`src/design/b64d_pkg.sv`:
```
`timescale 1ns / 1ps
// ----------------------------------------------------------------------------
// b64d_pkg
// Word types, status codes and the character-to-sextet map of the base64
// stream decoder.
// ----------------------------------------------------------------------------
package b64d_pkg;

	typedef struct packed {
		logic [7:0] char_code;
		logic       is_last;
	} in_word_t;

	typedef struct packed {
		logic [7:0] data_byte;
		logic       is_status;
		logic [2:0] status_code;
		logic       end_of_string;
	} out_word_t;

	localparam logic [2:0] ST_OK       = 3'd0;
	localparam logic [2:0] ST_BAD_CHAR = 3'd1;
	localparam logic [2:0] ST_MIXED    = 3'd2;
	localparam logic [2:0] ST_BAD_PAD  = 3'd3;
	localparam logic [2:0] ST_TAIL     = 3'd4;

	localparam logic [7:0] CH_PAD   = 8'h3D; // '='
	localparam logic [7:0] CH_PLUS  = 8'h2B; // '+'
	localparam logic [7:0] CH_SLASH = 8'h2F; // '/'
	localparam logic [7:0] CH_DASH  = 8'h2D; // '-'
	localparam logic [7:0] CH_UNDER = 8'h5F; // '_'

	localparam logic [7:0] CH_UPPER_A = 8'h41;
	localparam logic [7:0] CH_UPPER_Z = 8'h5A;
	localparam logic [7:0] CH_LOWER_A = 8'h61;
	localparam logic [7:0] CH_LOWER_Z = 8'h7A;
	localparam logic [7:0] CH_DIGIT_0 = 8'h30;
	localparam logic [7:0] CH_DIGIT_9 = 8'h39;

	// bit 6 set: not in either alphabet
	function automatic logic [6:0] sextet_of(input logic [7:0] ch);
		logic [7:0] t;
		t = 8'h00;
		sextet_of = 7'h40;
		case (ch) inside
			[CH_UPPER_A:CH_UPPER_Z]: begin
				t = ch - CH_UPPER_A;
				sextet_of = {1'b0, t[5:0]};
			end
			[CH_LOWER_A:CH_LOWER_Z]: begin
				t = ch - CH_LOWER_A + 8'd26;
				sextet_of = {1'b0, t[5:0]};
			end
			[CH_DIGIT_0:CH_DIGIT_9]: begin
				t = ch - CH_DIGIT_0 + 8'd52;
				sextet_of = {1'b0, t[5:0]};
			end
			CH_PLUS, CH_DASH: begin
				sextet_of = 7'd62;
			end
			CH_SLASH, CH_UNDER: begin
				sextet_of = 7'd63;
			end
			default: begin
				sextet_of = 7'h40;
			end
		endcase
	endfunction

endpackage

```
`src/design/b64d_out_fifo.sv`:
```
`timescale 1ns / 1ps
// ----------------------------------------------------------------------------
// b64d_out_fifo
// Small result queue: takes up to two words a cycle, hands out one.
// ----------------------------------------------------------------------------
module b64d_out_fifo #(
	parameter int DEPTH = 4
) (
	input  logic                clk,
	input  logic                arst_n,
	input  logic [1:0]          push_n,
	input  b64d_pkg::out_word_t push_w0,
	input  b64d_pkg::out_word_t push_w1,
	output logic                room2,
	output logic                res_valid,
	input  logic                res_ready,
	output b64d_pkg::out_word_t res_word
);

	localparam int PW = $clog2(DEPTH);
	localparam int CW = $clog2(DEPTH + 1);
	localparam logic [PW-1:0] LAST_IDX = PW'(DEPTH - 1);

	b64d_pkg::out_word_t mem_q [DEPTH];
	logic [PW-1:0] wr_ptr_q;
	logic [PW-1:0] rd_ptr_q;
	logic [CW-1:0] count_q;
	logic          pop;

	function automatic logic [PW-1:0] ptr_inc(input logic [PW-1:0] p);
		ptr_inc = (p == LAST_IDX) ? '0 : p + 1'b1;
	endfunction

	assign res_valid = (count_q != '0);
	assign res_word  = mem_q[rd_ptr_q];
	assign pop       = res_valid && res_ready;
	assign room2     = (count_q <= CW'(DEPTH - 2));

	always_ff @(posedge clk) begin
		if (push_n != 2'd0) begin
			mem_q[wr_ptr_q] <= push_w0;
		end
		if (push_n == 2'd2) begin
			mem_q[ptr_inc(wr_ptr_q)] <= push_w1;
		end
	end

	always_ff @(posedge clk or negedge arst_n) begin
		if (!arst_n) begin
			wr_ptr_q <= '0;
			rd_ptr_q <= '0;
			count_q  <= '0;
		end else begin
			if (push_n == 2'd1) begin
				wr_ptr_q <= ptr_inc(wr_ptr_q);
			end else if (push_n == 2'd2) begin
				wr_ptr_q <= ptr_inc(ptr_inc(wr_ptr_q));
			end
			if (pop) begin
				rd_ptr_q <= ptr_inc(rd_ptr_q);
			end
			count_q <= count_q + CW'(push_n) - CW'(pop);
		end
	end

	a_no_overflow: assert property (@(posedge clk) disable iff (!arst_n)
		count_q <= CW'(DEPTH)) else $error("result queue overflow");

	a_push_needs_room: assert property (@(posedge clk) disable iff (!arst_n)
		push_n != 2'd0 |-> room2) else $error("push without room");

	a_count_tracks: assert property (@(posedge clk) disable iff (!arst_n)
		push_n == 2'd0 && !pop |=> count_q == $past(count_q))
		else $error("queue count moved while idle");

endmodule

```
`src/design/base64_stream_decoder.sv`:
```
`timescale 1ns / 1ps
// ----------------------------------------------------------------------------
// base64_stream_decoder
// Strict base64 decoder, one character per word, standard or URL alphabet.
// ----------------------------------------------------------------------------
//  channel  | dir | handshake              | word
//  ---------+-----+------------------------+---------------------------------
//  char     | in  | char_valid/char_ready  | char_code, is_last
//  res      | out | res_valid/res_ready    | data_byte, is_status,
//           |     |                        | status_code, end_of_string
//
//  One character a cycle while the queue has room for two words; a result
//  word passes the input stage and the result queue before it is offered.
//  A final character that also completes a byte gives two result words,
//  the data byte and then the status word, pushed into the queue together.
//  char_ready depends only on the input stage and the registered queue fill,
//  not on res_ready.
//  Reset clears the group state, the input stage and the queue.
// ----------------------------------------------------------------------------
module base64_stream_decoder #(
	parameter int FIFO_DEPTH = 4
) (
	input  logic               clk,
	input  logic               arst_n,
	input  logic               char_valid,
	output logic               char_ready,
	input  b64d_pkg::in_word_t char_word,
	output logic               res_valid,
	input  logic               res_ready,
	output b64d_pkg::out_word_t res_word
);

	logic               valid_s1;
	b64d_pkg::in_word_t word_s1;

	logic [1:0] gp_q;
	logic [5:0] ps_q;
	logic       std_q;
	logic       url_q;
	logic [1:0] pad_q;
	logic [2:0] err_q;

	logic [1:0] gp_n;
	logic [5:0] ps_n;
	logic       std_n;
	logic       url_n;
	logic [1:0] pad_n;
	logic [2:0] err_n;

	logic       room2;
	logic       adv;
	logic       emit;
	logic [7:0] byte_v;
	logic [6:0] sx;
	logic [7:0] ch;

	logic [1:0]          push_n;
	b64d_pkg::out_word_t push_w0;
	b64d_pkg::out_word_t push_w1;
	b64d_pkg::out_word_t data_w;
	b64d_pkg::out_word_t stat_w;

	assign adv        = valid_s1 && room2;
	assign char_ready = !valid_s1 || room2;
	assign ch         = word_s1.char_code;

	always_ff @(posedge clk or negedge arst_n) begin
		if (!arst_n) begin
			valid_s1 <= 1'b0;
		end else if (char_ready) begin
			valid_s1 <= char_valid;
		end
	end

	always_ff @(posedge clk) begin
		if (char_ready && char_valid) begin
			word_s1 <= char_word;
		end
	end

	always_comb begin
		gp_n   = gp_q;
		ps_n   = ps_q;
		std_n  = std_q;
		url_n  = url_q;
		pad_n  = pad_q;
		err_n  = err_q;
		emit   = 1'b0;
		byte_v = 8'h00;
		sx     = b64d_pkg::sextet_of(ch);

		if (err_q == b64d_pkg::ST_OK) begin
			if (ch == b64d_pkg::CH_PAD) begin
				if (pad_q == 2'd0 && gp_q == 2'd2) begin
					if (ps_q[3:0] != 4'h0) err_n = b64d_pkg::ST_TAIL;
					pad_n = 2'd1;
					gp_n  = 2'd3;
				end else if (pad_q == 2'd0 && gp_q == 2'd3) begin
					if (ps_q[1:0] != 2'h0) err_n = b64d_pkg::ST_TAIL;
					pad_n = 2'd1;
					gp_n  = 2'd0;
				end else if (pad_q == 2'd1 && gp_q == 2'd3) begin
					pad_n = 2'd2;
					gp_n  = 2'd0;
				end else begin
					err_n = b64d_pkg::ST_BAD_PAD;
				end
			end else if (pad_q != 2'd0) begin
				err_n = b64d_pkg::ST_BAD_PAD;
			end else if (sx[6]) begin
				err_n = b64d_pkg::ST_BAD_CHAR;
			end else begin
				if (ch == b64d_pkg::CH_PLUS || ch == b64d_pkg::CH_SLASH) begin
					if (url_q) err_n = b64d_pkg::ST_MIXED;
					std_n = 1'b1;
				end else if (ch == b64d_pkg::CH_DASH || ch == b64d_pkg::CH_UNDER) begin
					if (std_q) err_n = b64d_pkg::ST_MIXED;
					url_n = 1'b1;
				end
				if (err_n == b64d_pkg::ST_OK) begin
					case (gp_q)
						2'd1:    byte_v = {ps_q, sx[5:4]};
						2'd2:    byte_v = {ps_q[3:0], sx[5:2]};
						2'd3:    byte_v = {ps_q[1:0], sx[5:0]};
						default: byte_v = 8'h00;
					endcase
					emit = (gp_q != 2'd0);
					ps_n = sx[5:0];
					gp_n = gp_q + 2'd1;
				end
			end
		end

		// end-of-string checks on the updated group state
		if (word_s1.is_last && err_n == b64d_pkg::ST_OK) begin
			if (pad_n != 2'd0) begin
				if (gp_n != 2'd0) err_n = b64d_pkg::ST_BAD_PAD;
			end else if (gp_n == 2'd1) begin
				err_n = b64d_pkg::ST_BAD_PAD;
			end else if (gp_n == 2'd2) begin
				if (ps_n[3:0] != 4'h0) err_n = b64d_pkg::ST_TAIL;
			end else if (gp_n == 2'd3) begin
				if (ps_n[1:0] != 2'h0) err_n = b64d_pkg::ST_TAIL;
			end
		end
	end

	always_comb begin
		data_w.data_byte     = byte_v;
		data_w.is_status     = 1'b0;
		data_w.status_code   = b64d_pkg::ST_OK;
		data_w.end_of_string = 1'b0;
		stat_w.data_byte     = 8'h00;
		stat_w.is_status     = 1'b1;
		stat_w.status_code   = err_n;
		stat_w.end_of_string = 1'b1;

		push_n  = 2'd0;
		push_w0 = data_w;
		push_w1 = stat_w;
		if (adv) begin
			if (emit && word_s1.is_last) begin
				push_n = 2'd2;
			end else if (emit) begin
				push_n = 2'd1;
			end else if (word_s1.is_last) begin
				push_n  = 2'd1;
				push_w0 = stat_w;
			end
		end
	end

	always_ff @(posedge clk or negedge arst_n) begin
		if (!arst_n) begin
			gp_q  <= 2'd0;
			ps_q  <= 6'd0;
			std_q <= 1'b0;
			url_q <= 1'b0;
			pad_q <= 2'd0;
			err_q <= b64d_pkg::ST_OK;
		end else if (adv) begin
			if (word_s1.is_last) begin
				gp_q  <= 2'd0;
				ps_q  <= 6'd0;
				std_q <= 1'b0;
				url_q <= 1'b0;
				pad_q <= 2'd0;
				err_q <= b64d_pkg::ST_OK;
			end else begin
				gp_q  <= gp_n;
				ps_q  <= ps_n;
				std_q <= std_n;
				url_q <= url_n;
				pad_q <= pad_n;
				err_q <= err_n;
			end
		end
	end

	b64d_out_fifo #(
		.DEPTH(FIFO_DEPTH)
	) u_out_fifo (
		.clk      (clk),
		.arst_n   (arst_n),
		.push_n   (push_n),
		.push_w0  (push_w0),
		.push_w1  (push_w1),
		.room2    (room2),
		.res_valid(res_valid),
		.res_ready(res_ready),
		.res_word (res_word)
	);

	a_reset_after_last: assert property (@(posedge clk) disable iff (!arst_n)
		adv && word_s1.is_last |=> gp_q == 2'd0 && pad_q == 2'd0 &&
		err_q == b64d_pkg::ST_OK && !std_q && !url_q)
		else $error("state not cleared after final character");

	a_error_sticky: assert property (@(posedge clk) disable iff (!arst_n)
		err_q != b64d_pkg::ST_OK && !(adv && word_s1.is_last) |=>
		err_q == $past(err_q)) else $error("error code changed mid-string");

	a_pad_position: assert property (@(posedge clk) disable iff (!arst_n)
		pad_q != 2'd0 |-> gp_q == 2'd0 || gp_q == 2'd3)
		else $error("padding seen at impossible group position");

	a_no_mixed_flags: assert property (@(posedge clk) disable iff (!arst_n)
		std_q && url_q |-> err_q == b64d_pkg::ST_MIXED)
		else $error("both alphabets seen without mixed-alphabet error");

endmodule

```
`config.mk`:
```
export PLATFORM = sky130hd
export DESIGN_NAME = base64_stream_decoder
export DESIGN_NICKNAME = d
export VERILOG_FILES = /design/src/design/b64d_pkg.sv /design/src/design/b64d_out_fifo.sv /design/src/design/base64_stream_decoder.sv
export SDC_FILE = /design/constraint.sdc
export NUM_CORES = 1
export LEC_CHECK = 0
export BUFFER_PORTS_ARGS = -buffer_cell sky130_fd_sc_hd__buf_2
export CORE_ASPECT_RATIO = 0.8
export CORE_MARGIN = 3
export CORE_UTILIZATION = 49
export CTS_CLUSTER_SIZE = 16
export DETAILED_ROUTE_END_ITERATION = 10
export GPL_TIMING_DRIVEN = 0
export PLACE_DENSITY = 0.75
export SETUP_SLACK_MARGIN = 0.1
export SLEW_MARGIN = 10
export SYNTH_ARGS = -nofsm -noshare
export SYNTH_HDL_FRONTEND = slang
export SYNTH_SLANG_ARGS = --single-unit
```
`constraint.sdc`:
```
create_clock -name clk -period 4.5 [get_ports clk]
set_input_delay 0.9 -clock clk [delete_from_list [all_inputs] [get_ports clk]]
set_output_delay 0.9 -clock clk [all_outputs]
set_load 0.01 [all_outputs]
```
==> impl_metrics.py <==
metrics = {
    "critical_path": {
        "startpoint_type": "flip-flop",
        "worstSetupStartpoint": "ch[2]",
        "crit_path_frequent_cell": "sky130_fd_sc_hd__ha_1",
        "timing.critical_path.fanout_max": 10,
        "critPathKind": "reg -> reg",
        "cp.depth": 15,
        "crit_path_end": "u_out_fifo.mem_q[2][1]",
        "cp.arrival_ps": 4220,
        "crit_buf_inv": 3,
        "cpMaxStageDelayCell": "sky130_fd_sc_hd__a311o_1",
        "gate_family_responsible_for_the_most_delay_along_the_worst_path": "compound AO/OA/AOI/OAI gates",
        "timing.reg2reg.worst_path_depth": 15,
        "crit_chain": "inv_2 > ha_2 > nand2_1 > a311o_1 > a21oi_4 > o2111ai_4 > or2_1 > buf_2 > ha_1 > nand2b_1 > ha_1 > and2_1 > clkbuf_2 > a21oi_1 > a211oi_1",
        "critical_path.reg2reg.startpoint": "ch[2]",
        "critical_path.endpoint_type": "flip-flop",
        "regToRegSetupSlack_ps": 330,
        "cp_slowest_stage_delay_ps": 460,
        "worst_ep_required_time_ps": 4550,
        "worst_r2r_endpoint": "u_out_fifo.mem_q[2][1]",
    },
    "sta": {
        "max_slew_margin_pct": 42.36,
        "final_number_of_max_transition_violations": 0,
        "fin_skew_ps": 5.762,
        "report.final.hold_viol_count": 0,
        "final.hold.worst_slack_ps": 454.6,
        "finalWorstPathRequiredPeriod_ps": 4168,
        "grt_setup_unrepaired": "false",
        "worst-slew-pin-transition_ps": 864.7,
        "finalSetupViolations": 0,
        "timing.final.crit_share_pct": 92.63,
        "max_freq_mhz": 239.9,
    },
    "die": {
        "floorplan.io_pins": 28,
        "std_cell_rows": 31,
        "die_area_mm2": 0.01112,
        "core-area_mm2": 0.009348,
        "die_w_um": 117.1,
        "starting_density_of_the_core_pct": 51.79,
        "vertical_extent_of_the_die_um": 94.90,
    },
    "synth": {
        "synth_top_area_cell": "sky130_fd_sc_hd__dfxtp_1",
        "seq_area_frac_synth_pct": 39.80,
        "synth.area.top_cells": "sky130_fd_sc_hd__dfxtp_1 15%, sky130_fd_sc_hd__edfxtp_1 13%, sky130_fd_sc_hd__dfrtp_1 12%, sky130_fd_sc_hd__ha_1 7.2%, sky130_fd_sc_hd__nand2_1 6.1%",
        "syn_area_mm2": 0.004841,
        "post_synth_num_cell_types": 75,
        "yosys_register_bits": 80,
        "syn-instance-count": 514,
        "mapped_nets": 556,
        "synthesis_warning_total": 0,
        "syn-mean-instance-area_um2": 9.418,
        "synth.top_cell.area_share_pct": 14.89,
        "synth_edf_count": 21,
        "synth_async_sr_flop_share_pct": 28.75,
        "leading_register_cell_type_out_of_synthesis": "sky130_fd_sc_hd__dfxtp_1",
    },
    "routing": {
        "avgViaCountPerCell": 6.242,
        "drt_drc_violations_left": 0,
        "initialDrtViolationCount": 593,
        "drtAntennaViolNets": 0,
        "total_wire_length_after_detailed_routing_um": 12780,
        "routed_vias": 4326,
        "drt-wirelength-per-cell_um": 18.45,
        "detail_route.first_pass.iterations": 6,
    },
    "clocking": {
        "cts_num_sinks": 80,
        "insertion_delay_ps": 340,
        "clock-root-buffer": "sky130_fd_sc_hd__clkbuf_16",
        "tritoncts.num_buffers": 9,
        "cts.clk_slew.worst_paths_ps": 60,
        "cts-hold-fix-buffers": 0,
        "htree_num_levels": 3,
        "tritoncts": "built",
        "cts_buffer_depth": 2,
    },
    "cells_and_area": {
        "final_area_mm2": 0.005569,
        "number_of_filler_instances_in_the_final_layout": 795,
        "drive_above_1_share_pct": 18.00,
        "area_delta_synth_final_pct": 15.04,
        "num_antenna_cells": 0,
        "area.sequential_mm2": 0.001927,
        "fin_nets": 598,
        "layout.cells.most_common_list": "79 x sky130_fd_sc_hd__nand2_1, 40 x sky130_fd_sc_hd__a21oi_1, 36 x sky130_fd_sc_hd__dfxtp_1",
        "area_of_the_multi_input_gates_mm2": 0.002814,
        "layout_commonest_cell": "sky130_fd_sc_hd__nand2_1",
    },
    "placed_design": {
        "gpl.final_weighted_congestion": 0.8806,
        "detailed_place_hpwl_um": 9332,
        "buffer_ports.inserted": 27,
        "postPlaceCellArea_mm2": 0.005141,
    },
    "outcome": {
        "status": "complete, no violations",
    },
    "worst_hold_path": {
        "min_path_type": "reg -> reg",
    },
    "flow_run": {
        "max_cap_viol_count": 0,
    },
    "power": {
        "power_per_cell_area_mw_per_mm2": 546.5,
        "finalPower_uw": 3043,
        "ir_worst_vdd_mv": 0.3844,
        "p_leak_uw": 0.002211,
    },
    "global_routing": {
        "overflow_after_grt": 0,
        "antenna_violations_before_repair": 0,
        "via_count_of_the_first_global_routing_pass": 4134,
        "grt_first_pass_wirelength_um": 20820,
        "track_usage_pct": 24.09,
        "grt_max_degree": 24,
    },
}
-- tightest hold or removal path, stage by stage, from the launching register on --
cell                      delay (ps)
sky130_fd_sc_hd__dfxtp_1         310
sky130_fd_sc_hd__nand2_1          50
sky130_fd_sc_hd__a21oi_1          50
-- cell families after synthesis --
family	after synthesis	synth area share (%)
AO/OA/AOI/OAI	158	22.85
XOR/XNOR	6	1.086
adder cells (fa/ha/maj)	29	7.651
buffers and inverters	48	4.006
flip-flops	80	39.80
multiplexers	16	6.539
AND/OR/NAND/NOR	177	18.07
-- flip-flops by register name (all words and copies together) (netlist names), 2 cells and up --
name	count
pad_q	2
u_out_fifo.mem_q	48
u_out_fifo.count_q	3
gp_q	2
u_out_fifo.rd_ptr_q	2
u_out_fifo.wr_ptr_q	2
ps_q	6
err_q	3
ch	8
-- metrics by stage --
step	cells	setup slack (ps)	utilization (%)	setup TNS, ps
3_3_place_gp	673	-158.2	55.00	-1716
3_5_place_dp	673	-191.3	55.00	-2775
4_1_cts	691	188.2	58.63	0
5_1_grt	693	86.03	59.58	0
2_1_floorplan	514	643.1	-	0
6_report	693	331.6	59.58	0
-- metal layers --
metal  part of all wire [%]  vias up  global-route usage [%]
met4                    1.9        0                   6.304
met3                    8.9       39                   6.022
met5                      0        -                       0
met1                     45     2060                   35.17
met2                     44      226                   35.70
li1                       -     2001                       -
-- area by class of cell --
cell class / instances / share of cell area, %
Clock buffer: 10 / 4.111
Timing Repair Buffer: 31 / 2.966
Clock inverter: 6 / 1.078
Sequential cell: 80 / 34.60
Multi-Input combinational cell: 386 / 50.53
Tap cell: 132 / 2.966
Buffer: 25 / 2.134
Inverter: 23 / 1.618
-- Yosys cell counts (4+ instances only) --
master,instances
sky130_fd_sc_hd__nand2_1,79
sky130_fd_sc_hd__a21oi_1,41
sky130_fd_sc_hd__dfxtp_1,36
sky130_fd_sc_hd__ha_1,28
sky130_fd_sc_hd__nor2_1,28
sky130_fd_sc_hd__o21ai_0,24
sky130_fd_sc_hd__dfrtp_1,23
sky130_fd_sc_hd__inv_1,22
sky130_fd_sc_hd__edfxtp_1,21
sky130_fd_sc_hd__clkbuf_1,15
sky130_fd_sc_hd__mux4_2,12
sky130_fd_sc_hd__nand2b_1,12
sky130_fd_sc_hd__a211oi_1,10
sky130_fd_sc_hd__o211ai_1,9
sky130_fd_sc_hd__or3_1,9
sky130_fd_sc_hd__a32o_1,8
sky130_fd_sc_hd__and2_1,8
sky130_fd_sc_hd__nor2b_1,8
sky130_fd_sc_hd__o31ai_1,8
sky130_fd_sc_hd__a222oi_1,6
sky130_fd_sc_hd__a22o_1,6
sky130_fd_sc_hd__a22oi_1,6
sky130_fd_sc_hd__nand3_1,6
sky130_fd_sc_hd__buf_1,5
sky130_fd_sc_hd__nor3_1,5
sky130_fd_sc_hd__xnor2_1,5
sky130_fd_sc_hd__o21a_1,4
-- what timing repair did --
action	CTS	global route
setup buffers	2	2
gates cloned	0	0
setup endpoints to repair	45	42
resized for setup	13	24
endpoints found under the hold margin	0	0
pin swaps	0	1
-- worst min-delay path by stage --
stage                                         end                    start  cells after the start  slack, ps
after floorplan            u_out_fifo.mem_q[2][7]   u_out_fifo.mem_q[2][7]                      2        420
after global placement     u_out_fifo.mem_q[1][7]   u_out_fifo.mem_q[1][7]                      2        440
after detailed placement   u_out_fifo.mem_q[3][7]   u_out_fifo.mem_q[3][7]                      2        440
after CTS                 u_out_fifo.mem_q[1][10]  u_out_fifo.mem_q[1][10]                      2        450
after global routing      u_out_fifo.mem_q[1][10]  u_out_fifo.mem_q[1][10]                      2        480
final                     u_out_fifo.mem_q[2][11]  u_out_fifo.mem_q[2][11]                      2        450
-- power by group --
| part | switching [µW] | internal (µW) |
|---|---|---|
| clock | 291 | 427 |
| combinational | 795 | 510 |
| sequential | 142 | 879 |
| total | 1230 | 1820 |
Power figures use the tool's default switching activity.
